$ cat src/rtl/core/iphcp_pkg.sv
`default_nettype none
// ----------------------------------------------------------------------------
// iphcp_pkg
// Types, constants and helpers shared by the ip header chain parser.
// ----------------------------------------------------------------------------
package iphcp_pkg;

  localparam int MaxPacketBytes = 4096;
  // wide enough for the saturated header end (limit plus one)
  localparam int IdxW = $clog2(MaxPacketBytes + 2);

  localparam logic [15:0] EtIpv4 = 16'h0800;
  localparam logic [15:0] EtIpv6 = 16'h86DD;

  localparam logic [7:0] PrIcmpv4 = 8'd1;
  localparam logic [7:0] PrTcp    = 8'd6;
  localparam logic [7:0] PrUdp    = 8'd17;
  localparam logic [7:0] PrIcmpv6 = 8'd58;
  localparam logic [7:0] PrNoNext = 8'd59;

  localparam logic [2:0] StL4      = 3'd0;
  localparam logic [2:0] StNoL4    = 3'd1;
  localparam logic [2:0] StIcmp    = 3'd2;
  localparam logic [2:0] StUnknown = 3'd3;
  localparam logic [2:0] StTrunc   = 3'd4;

  localparam int V4MinBytes = 20;
  localparam int V6MinBytes = 40;

  typedef enum logic [2:0] {
    PH_START,
    PH_V4,
    PH_WALK,
    PH_EXTLEN,
    PH_SKIP
  } phase_e;

  typedef struct packed {
    logic [7:0]  data_byte;
    logic [15:0] ether_type;
    logic        last_byte;
  } in_beat_t;

  typedef struct packed {
    logic [2:0]  status;
    logic        is_ipv6;
    logic [7:0]  hop_limit;
    logic [7:0]  next_protocol;
    logic [11:0] l4_offset;
    logic [7:0]  icmp_type;
    logic [7:0]  icmp_code;
  } out_beat_t;

  function automatic logic is_l4(input logic [7:0] p);
    return (p == PrTcp) || (p == PrUdp) || (p == PrIcmpv6);
  endfunction

  function automatic logic chain_stops(input logic [7:0] p);
    return is_l4(p) || (p == PrNoNext);
  endfunction

endpackage
`default_nettype wire

$ cat src/rtl/core/iphcp_parse.sv
`default_nettype none
// ----------------------------------------------------------------------------
// iphcp_parse
// Per-packet parse state and result decode for one byte beat per cycle in which step_i is high.
// ----------------------------------------------------------------------------
module iphcp_parse
  import iphcp_pkg::*;
(
  input  wire logic      clk_i,
  input  wire logic      rst_ni,
  input  wire logic      step_i,
  input  wire in_beat_t  beat_i,
  output out_beat_t      res_o
);

  localparam int SumW = IdxW + 1;

  phase_e           phase_q, phase_d, ph_eff, ph_n;
  logic [IdxW-1:0]  idx_q, idx_d, count;
  logic [IdxW-1:0]  he_q, he_d, he_eff, he_n;
  logic             v6_q, v6_d, unk_q, unk_d;
  logic [7:0]       hop_q, hop_d, nxt_q, nxt_d, ity_q, ity_d, ico_q, ico_d;
  logic [7:0]       hop_eff, nxt_eff, ity_eff, ico_eff;
  logic             start, is_v4, is_v6, live, stops;
  logic [SumW-1:0]  he_p1, he_p2, ext_sum, idx_w, count_w;
  logic [2:0]       status;

  assign start = (phase_q == PH_START);
  assign is_v4 = (beat_i.ether_type == EtIpv4);
  assign is_v6 = (beat_i.ether_type == EtIpv6);
  assign live  = (idx_q < IdxW'(MaxPacketBytes));
  assign count = live ? idx_q + IdxW'(1) : IdxW'(MaxPacketBytes);

  // first byte of a packet restarts the captures and picks the header kind
  always_comb begin
    if (start) begin
      ph_eff  = is_v4 ? PH_V4 : (is_v6 ? PH_WALK : PH_SKIP);
      he_eff  = is_v4 ? IdxW'({beat_i.data_byte[3:0], 2'b00})
                      : (is_v6 ? IdxW'(V6MinBytes) : '0);
      hop_eff = '0;
      nxt_eff = '0;
      ity_eff = '0;
      ico_eff = '0;
      v6_d    = is_v6;
      unk_d   = !is_v4 && !is_v6;
    end else begin
      ph_eff  = phase_q;
      he_eff  = he_q;
      hop_eff = hop_q;
      nxt_eff = nxt_q;
      ity_eff = ity_q;
      ico_eff = ico_q;
      v6_d    = v6_q;
      unk_d   = unk_q;
    end
  end

  assign stops   = chain_stops(nxt_eff);
  assign he_p1   = SumW'(he_eff) + SumW'(1);
  assign idx_w   = SumW'(idx_q);
  assign ext_sum = SumW'(he_eff) + SumW'({({1'b0, beat_i.data_byte} + 9'd1), 3'b000});

  // next phase
  always_comb begin
    ph_n = ph_eff;
    unique case (ph_eff)
      PH_WALK: begin
        if (live && idx_q == he_eff && !stops) ph_n = PH_EXTLEN;
      end
      PH_EXTLEN: ph_n = PH_WALK;
      PH_START, PH_V4, PH_SKIP: ph_n = ph_eff;
      default: ph_n = ph_eff;
    endcase
    phase_d = beat_i.last_byte ? PH_START : ph_n;
  end

  // field captures
  always_comb begin
    hop_d = hop_eff;
    nxt_d = nxt_eff;
    ity_d = ity_eff;
    ico_d = ico_eff;
    he_n  = he_eff;
    unique case (ph_eff)
      PH_V4: begin
        if (live) begin
          if (idx_q == IdxW'(8)) hop_d = beat_i.data_byte;
          if (idx_q == IdxW'(9)) nxt_d = beat_i.data_byte;
          if (idx_q == he_eff) ity_d = beat_i.data_byte;
          if (idx_w == he_p1) ico_d = beat_i.data_byte;
        end
      end
      PH_WALK: begin
        if (live) begin
          if (idx_q == IdxW'(6)) nxt_d = beat_i.data_byte;
          if (idx_q == IdxW'(7)) hop_d = beat_i.data_byte;
          if (idx_q == he_eff) begin
            if (stops) ity_d = beat_i.data_byte;
            else       nxt_d = beat_i.data_byte;
          end else if (idx_w == he_p1 && stops) begin
            ico_d = beat_i.data_byte;
          end
        end
      end
      PH_EXTLEN: begin
        // extension length is in 8-byte units, not counting the first 8
        if (ext_sum > SumW'(MaxPacketBytes)) he_n = IdxW'(MaxPacketBytes + 1);
        else                                 he_n = ext_sum[IdxW-1:0];
      end
      PH_START, PH_SKIP: ;
      default: ;
    endcase
  end

  assign he_d    = he_n;
  assign idx_d   = beat_i.last_byte ? '0 : count;
  assign he_p2   = SumW'(he_n) + SumW'(2);
  assign count_w = SumW'(count);

  // result decode from the state after this byte
  always_comb begin
    if (unk_d) begin
      status = StUnknown;
    end else if (!v6_d) begin
      if (count < IdxW'(V4MinBytes))  status = StTrunc;
      else if (nxt_d == PrIcmpv4)     status = (count_w >= he_p2) ? StIcmp : StTrunc;
      else if (he_n > count)          status = StTrunc;
      else                            status = is_l4(nxt_d) ? StL4 : StNoL4;
    end else begin
      if (count < IdxW'(V6MinBytes) || ph_n == PH_EXTLEN ||
          !chain_stops(nxt_d) || he_n > count) begin
        status = StTrunc;
      end else if (nxt_d == PrIcmpv6) begin
        status = (count_w >= he_p2) ? StIcmp : StTrunc;
      end else if (nxt_d == PrNoNext) begin
        status = StNoL4;
      end else begin
        status = StL4;
      end
    end
  end

  always_comb begin
    res_o               = '0;
    res_o.status        = status;
    res_o.is_ipv6       = !unk_d && v6_d;
    res_o.hop_limit     = unk_d ? 8'd0 : hop_d;
    if (status != StTrunc && status != StUnknown) begin
      res_o.next_protocol = nxt_d;
      res_o.l4_offset     = he_n[11:0];
      if (status == StIcmp) begin
        res_o.icmp_type = ity_d;
        res_o.icmp_code = ico_d;
      end
    end
  end

  always_ff @(posedge clk_i or negedge rst_ni) begin
    if (!rst_ni) begin
      phase_q <= PH_START;
      idx_q   <= '0;
      he_q    <= '0;
      v6_q    <= 1'b0;
      unk_q   <= 1'b0;
      hop_q   <= '0;
      nxt_q   <= '0;
      ity_q   <= '0;
      ico_q   <= '0;
    end else if (step_i) begin
      phase_q <= phase_d;
      idx_q   <= idx_d;
      he_q    <= he_d;
      v6_q    <= v6_d;
      unk_q   <= unk_d;
      hop_q   <= hop_d;
      nxt_q   <= nxt_d;
      ity_q   <= ity_d;
      ico_q   <= ico_d;
    end
  end

endmodule
`default_nettype wire

$ cat src/rtl/core/ip_header_chain_parser_core.sv
`default_nettype none
// ----------------------------------------------------------------------------
// ip_header_chain_parser_core
// IPv4 / IPv6 header parser with extension header walk, one byte per beat.
// ----------------------------------------------------------------------------
// throughput: one byte beat per cycle, back to back, set by the single
//   decode stage between the input register and the result register, but
//   a last byte waits in the input register for room in the result register
// reset: asynchronous, active low; clears the parse state to packet start
//   and empties both registers
module ip_header_chain_parser_core
  import iphcp_pkg::*;
(
  input  wire logic      clk_i,
  input  wire logic      rst_ni,
  input  wire logic      in_valid_i,
  output logic           in_ready_o,
  input  wire in_beat_t  in_beat_i,
  output logic           out_valid_o,
  input  wire logic      out_ready_i,
  output out_beat_t      out_beat_o
);

  in_beat_t   in_q;
  logic       in_valid_q;
  out_beat_t  out_q, res;
  logic       out_valid_q;
  logic       out_free, step, in_fire;

  assign out_free   = !out_valid_q || out_ready_i;
  // only a last-byte beat needs room in the result register
  assign step       = in_valid_q && (!in_q.last_byte || out_free);
  assign in_ready_o = !in_valid_q || step;
  assign in_fire    = in_valid_i && in_ready_o;

  iphcp_parse u_parse (
    .clk_i  (clk_i),
    .rst_ni (rst_ni),
    .step_i (step),
    .beat_i (in_q),
    .res_o  (res)
  );

  always_ff @(posedge clk_i or negedge rst_ni) begin
    if (!rst_ni) begin
      in_valid_q  <= 1'b0;
      out_valid_q <= 1'b0;
    end else begin
      if (in_fire)   in_valid_q <= 1'b1;
      else if (step) in_valid_q <= 1'b0;
      if (step && in_q.last_byte) out_valid_q <= 1'b1;
      else if (out_ready_i)       out_valid_q <= 1'b0;
    end
  end

  always_ff @(posedge clk_i) begin
    if (in_fire) in_q <= in_beat_i;
    if (step && in_q.last_byte) out_q <= res;
  end

  assign out_valid_o = out_valid_q;
  assign out_beat_o  = out_q;

  a_result_after_last : assert property (@(posedge clk_i) disable iff (!rst_ni)
    $rose(out_valid_o) |-> $past(in_valid_q && in_q.last_byte))
    else $error("result beat without a last byte");

  a_status_range : assert property (@(posedge clk_i) disable iff (!rst_ni)
    out_valid_o |-> (out_beat_o.status <= StTrunc))
    else $error("status code out of range");

  a_fail_fields_zero : assert property (@(posedge clk_i) disable iff (!rst_ni)
    out_valid_o && (out_beat_o.status == StTrunc || out_beat_o.status == StUnknown)
    |-> (out_beat_o.next_protocol == 8'd0 && out_beat_o.l4_offset == 12'd0))
    else $error("failed parse reports chain fields");

  a_icmp_fields_zero : assert property (@(posedge clk_i) disable iff (!rst_ni)
    out_valid_o && (out_beat_o.status != StIcmp)
    |-> (out_beat_o.icmp_type == 8'd0 && out_beat_o.icmp_code == 8'd0))
    else $error("icmp fields set without icmp status");

endmodule
`default_nettype wire

$ cat config.mk
export PLATFORM = sky130hd
export DESIGN_NAME = ip_header_chain_parser_core
export DESIGN_NICKNAME = d
export VERILOG_FILES = /design/src/rtl/core/iphcp_pkg.sv /design/src/rtl/core/iphcp_parse.sv /design/src/rtl/core/ip_header_chain_parser_core.sv
export SDC_FILE = /design/constraint.sdc
export NUM_CORES = 1
export LEC_CHECK = 0
export BUFFER_PORTS_ARGS = -buffer_cell sky130_fd_sc_hd__buf_4
export CORE_MARGIN = 2
export CORE_UTILIZATION = 45
export CTS_CLUSTER_DIAMETER = 150
export CTS_CLUSTER_SIZE = 10
export DETAILED_ROUTE_END_ITERATION = 7
export SLEW_MARGIN = 0
export SYNTH_ARGS = -nofsm -noshare
export SYNTH_HDL_FRONTEND = slang
export SYNTH_SLANG_ARGS = --single-unit
$ cat constraint.sdc
create_clock -name clk_i -period 7.6 [get_ports clk_i]
set_input_delay 0.76 -clock clk_i [delete_from_list [all_inputs] [get_ports clk_i]]
set_output_delay 0.76 -clock clk_i [all_outputs]
set_load 0.05 [all_outputs]
* Word-level counts from Yosys, hierarchy flattened
Cells that the tools add are included.
Storage, ports and cells: flip-flop bits (word level) 138, input bits 29, output and inout port bits 50, logic and storage cells 146
Cells by class: add/sub/neg operators 5, magnitude comparators 6, equal/unequal tests 24, mux-type cells 57, reduce and logical (&&, ||, !) cells 33
Operators with widths (number):
- 8-bit 2-to-1 mux | 24
- 13-bit 2-to-1 mux | 6
- 8-bit case mux with 2 select lines | 4
- 3-bit 2-to-1 mux | 13
- 8-bit by 6-bit == test with 1-bit output (second input constant) | 4
- 13-bit by 3-bit == test with 1-bit output (second input constant) | 2
- 13-bit by 4-bit == test with 1-bit output (second input constant) | 2
- 16-bit by 12-bit == test with 1-bit output (second input constant) | 1
- 16-bit == test (second input constant) | 1
- 8-bit by 3-bit == test with 1-bit output (second input constant) | 2
- 8-bit by 5-bit == test with 1-bit output (second input constant) | 2
- 13-bit by 1-bit adder with 14-bit output (second input constant) | 1
- 13-bit by 12-bit adder with 14-bit output | 1
- 13-bit by 2-bit adder with 14-bit output (second input constant) | 1
- 13-bit by 14-bit == test with 1-bit output | 1
- 13-bit by 14-bit greater-or-equal comparator with 1-bit output | 1
- 14-bit by 13-bit > comparator with 1-bit output (second input constant) | 1
- 13-bit by 1-bit adder with 13-bit output (second input constant) | 1
- 13-bit == test | 1
- 13-bit > comparator | 1
- 13-bit less-than comparator (second input constant) | 1
- 13-bit by 5-bit less-than comparator with 1-bit output (second input constant) | 1
- 13-bit by 6-bit less-than comparator with 1-bit output (second input constant) | 1
- 3-bit by 2-bit == test with 1-bit output (second input constant) | 4
- 14 further kinds | 48

* Longest topological paths before layout
depth after elaboration 23, depth in mapped cells 30, depth with buffers taken out 28

* Cells and area by module
Synthesis repeated with hierarchy kept, for this count alone.
Second synthesis, totals: cell total of the unflattened synthesis 995, area total of the unflattened synthesis 9439.1 um^2
By module, submodules not included:
- iphcp_parse | instances 1, cells each 912, area an instance 7129.3 um^2, seq. area each 1576.5 um^2
- ip_header_chain_parser_core | instances 1, cells each 83, area an instance 2309.7 um^2, seq. area each 2242.2 um^2

* Least setup slack after synthesis
Ideal clock, no wire load.
path type flip-flop to flip-flop, from reg u_parse.phase_q[1], to reg out_q (netlist bit out_beat_o[17]) (data pin), arrival time 6.538 ns, path slack 0.797 ns, stages on the path, launching flop included 29, buffers on the path 3, period minus slack after synthesis 6.803 ns, cell sequence dfrtp_1 > buf_4 > or3_1 > buf_2 > nand2_1 > o21a_1 > inv_1 > ha_1 > fa_1 > xor2_1 > or4b_2 > nor4_1 > a21oi_1 > o311a_1 > nor2_1 > ha_1 > and3_1 > nand3_1 > nor3_1 > xnor2_1 > ha_1 > a21o_1 > a211oi_1 > o21ai_0 > a21oi_1 > o21ai_0 > a22oi_2 > buf_2 > a31oi_1
Between the ends: elaborated cells between the ends (all ways) 62
RTL lines:
- from (decl) | line iphcp_parse.sv:18 | phase_e phase_q, phase_d, ph_eff, ph_n;
- from (signal assigned) | line iphcp_parse.sv:170 | phase_q <= phase_d;
- 3-bit zero test | line iphcp_parse.sv:28 | assign start = (phase_q == PH_START);
- 13-bit 2-to-1 mux | line iphcp_parse.sv:36 | if (start) begin
- 13-bit by 12-bit adder with 14-bit output | line iphcp_parse.sv:61 | assign ext_sum = SumW'(he_eff) + SumW'({({1'b0, beat_i.data_byte} + 9'd1), 3'b000});
- 14-bit by 13-bit > comparator with 1-bit output | line iphcp_parse.sv:107 | if (ext_sum > SumW'(MaxPacketBytes)) he_n = IdxW'(MaxPacketBytes + 1);
- 13-bit 2-to-1 mux | line iphcp_parse.sv:107
- 13-bit 2-to-1 mux * | line iphcp_parse.sv:84 | unique case (ph_eff)
- via u_parse.he_d[1] | line iphcp_parse.sv:20 | logic [IdxW-1:0] he_q, he_d, he_eff, he_n;
- 13-bit by 2-bit adder with 14-bit output | line iphcp_parse.sv:117 | assign he_p2 = SumW'(he_n) + SumW'(2);
- 13-bit by 14-bit greater-or-equal comparator with 1-bit output | line iphcp_parse.sv:126, iphcp_parse.sv:134
- 3-bit 2-to-1 mux | line iphcp_parse.sv:126, iphcp_parse.sv:134
- 3-bit 2-to-1 mux, on equally long branches | line iphcp_parse.sv:126, iphcp_parse.sv:133
- 3-bit 2-to-1 mux, on equally long branches | line iphcp_parse.sv:125, iphcp_parse.sv:130
- 3-bit 2-to-1 mux | line iphcp_parse.sv:124 | end else if (!v6_d) begin
- 3-bit 2-to-1 mux | line iphcp_parse.sv:122 | if (unk_d) begin
- 3-bit inequality test / 3-bit by 2-bit inequality test with 1-bit output (equally long branches) | line iphcp_parse.sv:148 | if (status != StTrunc && status != StUnknown) begin
- 1-bit logical AND | line iphcp_parse.sv:148
- to (signal assigned) | line ip_header_chain_parser_core.sv:58 | if (step && in_q.last_byte) out_q <= res;
- to (decl) | line ip_header_chain_parser_core.sv:26 | out_beat_t out_q, res;
Mark *: on every way through the listed nets, which the timed path passes. The rest lies on a longest branch. A chain may end at the register's enable or synchronous reset.

* Final worst setup path
from reg in_q[12] in the netlist's numbering, to reg out_q (netlist bit out_beat_o[28]) (data pin)
Between the ends: elaborated cells between the ends (all ways) 57
RTL lines:
- from (decl) | line ip_header_chain_parser_core.sv:24 | in_beat_t in_q;
- from (signal assigned) | line ip_header_chain_parser_core.sv:57 | if (in_fire) in_q <= in_beat_i;
- 16-bit == test | line iphcp_parse.sv:30 | assign is_v6 = (beat_i.ether_type == EtIpv6);
- 6-bit 2-to-1 mux | line iphcp_parse.sv:39 | : (is_v6 ? IdxW'(V6MinBytes) : '0);
- 13-bit 2-to-1 mux | line iphcp_parse.sv:38 | he_eff = is_v4 ? IdxW'({beat_i.data_byte[3:0], 2'b00})
- 13-bit 2-to-1 mux | line iphcp_parse.sv:36
- 13-bit by 12-bit adder with 14-bit output | line iphcp_parse.sv:61
- 14-bit by 13-bit > comparator with 1-bit output | line iphcp_parse.sv:107
- 13-bit 2-to-1 mux | line iphcp_parse.sv:107
- 13-bit 2-to-1 mux * | line iphcp_parse.sv:84
- via u_parse.he_d[2] | line iphcp_parse.sv:20
- (+1 left out)
- 13-bit by 14-bit greater-or-equal comparator with 1-bit output | line iphcp_parse.sv:126, iphcp_parse.sv:134
- 3-bit 2-to-1 mux | line iphcp_parse.sv:126, iphcp_parse.sv:134
- 3-bit 2-to-1 mux, on equally long branches | line iphcp_parse.sv:126, iphcp_parse.sv:133
- 3-bit 2-to-1 mux, on equally long branches | line iphcp_parse.sv:125, iphcp_parse.sv:130
- 3-bit 2-to-1 mux * | line iphcp_parse.sv:124
- 3-bit 2-to-1 mux * | line iphcp_parse.sv:122
- 3-bit inequality test / 3-bit by 2-bit inequality test with 1-bit output (equally long branches) | line iphcp_parse.sv:148
- 1-bit logical AND * | line iphcp_parse.sv:148
Marks and branches as above.

==> qor.yml <==
ctsHoldBuffers: 0
reg2reg_depth: 26
initial_core_util_pct: 45.5
firstDrtPassIters: 5
critPathKind: "reg2reg"
syn_area_mm2: 0.00947
whs_ns: 0.448
maxCapViolCount: 0
cts_buffer_depth: 2
status: "finished clean"
h-tree-depth: 4
drt_iter0_drc: 783
vias: 8683
fin_tns_setup_ns: 0
io_buffers: 78
yosysUniqueCellTypes: 94
gp_congestion: 0.969
die_w_um: 149
worstPathArrival_ns: 7.31
cp_slowest_stage_delay_ns: 0.68
p_leak_nw: 4.45
hp-class: "in2async"
wire_per_inst_um: 21.4
grt_busiest_layer: "met2"
drtAntennaViolNets: 0
fillers: 1951
multiInputGateArea_mm2: 0.00528
cts.clk_slew.worst_paths_ns: 0.07
grt_max_degree: 67
cts_tree: "done"
ys.flop_type: "edfxtp_1"
reg2reg_to: "out_beat_o[28]$_SDFFCE_PN0P_"
power.density_mw_per_mm2: 195
slew-limit-headroom_pct: 21.8
die_h_um: 149
syn-num-nets: 1111
area_growth_pct: 17.5
grt_usage_pct: 27.4
grt_util_met3_pct: 4.89
slew_viol_final: 0
cp_max_fo: 19
drive_above_1_share_pct: 17.0
seq_area_mm2: 0.00382
regToRegStartpoint: "in_q[12]$_DFFE_PP_"
detail_route.vias_per_cell: 6.23
worstMarginPinSlew_ns: 1.17
syn_inst: 1038
crit_top_cell: "ha_1"
wl_um: 29900
final.setup_skew_ns: 0.0139
max_freq_mhz: 140
required_ns: 7.76
num_rows: 53
cp-start-kind: "flip-flop"
setup_viol: 0
synth.avg_cell_area_um2: 9.12
met2_usage_pct: 43.4
yosysWarnings: 0
cts_buffers: 17
hold_violations: 0
antennaDiodeCount: 0
cts_root_buf: "clkbuf_16"
slowest_stage: "or4b_2"
dieArea_mm2: 0.0222
async_reset_ff_share_pct: 47.1
fin_crit_ns: 7.15
numClockSinks: 138
ys_seq_area_share_pct: 40.3
first_global_vias: 7991
clock_latency_ns: 0.44
gr-usage-met1_pct: 39.0
hpwl_um: 21500
grt_pass1_wl_um: 46700
coreArea_mm2: 0.0208
ir_worst_vdd_mv: 0.161
synth-seq-cells: 138
finalCritPeriodShare_pct: 94.1
synth_edf_count: 73
ff2ff_setup_slack_ns: 0.45
grt-ovfl-total: 0
io_pins: 79
cp-end-kind: "flip-flop"
final_nets: 1179
drc: 0
antenna_found_initial: 0
## power breakdown
group,total (mW),switching (mW),internal (mW)
registers,0.846,0.0278,0.818
logic,0.401,0.288,0.113
clock network,0.923,0.384,0.539
## flip-flops by register name (all words and copies together), names as in the netlist
signal,flops
u_parse.phase_q,3
u_parse.ity_q,8
u_parse.unk_q,1
out_valid_o,1
u_parse.idx_q,13
u_parse.nxt_q,8
out_beat_o,48
u_parse.ico_q,8
u_parse.he_q,13
in_q,25
u_parse.hop_q,8
in_valid_q,1
u_parse.v6_q,1
## layout make-up
class / count / area share [%]
Clock inverter: 13 / 1.48
Timing Repair Buffer: 114 / 7.80
Clock buffer: 19 / 4.27
Sequential cell: 138 / 34.3
Multi-Input combinational cell: 787 / 47.4
Tap cell: 275 / 3.09
Inverter: 48 / 1.62
## repair_timing
| action | in CTS | in global routing |
|---|---|---|
| setup buffers | 0 | 3 |
| gates resized for setup | 0 | 12 |
| setup endpoints to repair | 0 | 37 |
## routing by layer
| metal | vias to the layer above | wire length [um] |
|---|---|---|
| met5 | - | 0 |
| met4 | 0 | 426 |
| met3 | 36 | 1870 |
| met2 | 294 | 14100 |
| met1 | 4305 | 13500 |
| li1 | 4048 | - |
## kinds of logic (layout without fill, tap and decap cells)
logic type | Yosys count | after routing | share of synthesized area [%]
adders and majority gates | 44 | 44 | 5.89
AOI/OAI and AO/OA | 313 | 313 | 23.0
buffers and inverters | 113 | 194 | 4.80
muxes | 7 | 7 | 0.779
DFF | 138 | 138 | 40.3
xor gates and xnor gates | 39 | 39 | 3.61
and+or+nand+nor | 384 | 384 | 21.6
## through the flow
stage                     setup slack (ns)  std cells  total power [mW]  area [um^2]  util (%)
after floorplan                      0.797       1038              1.11         9470         -
final                                0.451       1394              2.17        11100      53.5
after CTS                            0.286       1391              2.17        11000      53.1
after detailed placement             0.346       1359              1.26        10400      50.0
after global placement               0.494       1359              1.25        10400      50.0
after global routing              -0.00315       1394              2.24        11100      53.5
## synth_stat cells, types with 7 or more instances
cell      count  area share (%)
inv_1        47             1.9
or3_1        10            0.66
a22o_1       25             2.3
a211oi_1     19             1.5
a21o_1        8            0.63
o21a_1        8            0.63
o21ai_0      62             3.3
nor3_1       31             1.6
xnor2_1      20             1.8
xor2_1       19             1.8
and3_1       13            0.86
o211ai_1      8            0.63
o31ai_1      13             1.0
nor2b_1       9            0.59
a21oi_1      62             3.3
buf_2         9            0.48
nor4_1       13            0.86
clkbuf_1     47             1.9
ha_1         43             5.7
a22oi_1      14             1.1
nand4_1      16             1.1
nor2_1       58             2.3
o22ai_1       8            0.53
nand2_1     127             5.0
o21ai_1       9            0.48
a311oi_1      7            0.65
and2_1       10            0.66
a31oi_1      13            0.86
dfrtp_1      65              17
nand3_1      28             1.5
edfxtp_1     73              23
nand3b_1     21             1.7
## worst max-delay path, delay by kind of cell (launching register included)
family	cells	cell delay, ns
adder cells (fa/ha/maj)	4	1.17
buffers and inverters	2	0.41
AO/OA/AOI/OAI	11	2.20
AND/OR/NAND/NOR	8	2.55
XOR/XNOR	1	0.15
flip-flops	1	0.40
## worst max-delay path by stage
stage	from	endpoint	slack [ns]	cells after the start
finish	in_q[12]$_DFFE_PP_	out_beat_o[28]$_SDFFCE_PN0P_	0.45	26
global route	in_q[10]$_DFFE_PP_	out_beat_o[15]$_SDFFCE_PN0P_	-0.003	26
CTS	in_q[1]$_DFFE_PP_	out_beat_o[28]$_SDFFCE_PN0P_	0.29	26
detailed placement	in_q[10]$_DFFE_PP_	out_beat_o[28]$_SDFFCE_PN0P_	0.35	26
global placement	in_q[10]$_DFFE_PP_	out_beat_o[23]$_SDFFCE_PN0P_	0.49	26
floorplan	u_parse.phase_q[1]$_DFFE_PN0P_	out_beat_o[17]$_SDFFCE_PN0P_	0.80	28
## layout by cell type, fill, tap and decap left out, drive strengths merged, types with 7 or more instances in the layout
cell,instances
o31ai,13
nand4,17
buf,114
xor2,19
a21oi,62
nand3b,21
or3,10
nand2,127
a211oi,22
nor4,18
nand3,29
a31oi,13
ha,43
o21ai,72
a21o,8
o21a,8
o22ai,8
inv,57
a22oi,15
edfxtp,73
nor2,58
and3,13
nor3,32
xnor2,20
and2,15
a22o,25
a311oi,7
dfrtp,65
o211ai,8
nor2b,9
clkbuf,19
o2111ai,7
(Power assumes the default switching activity.)
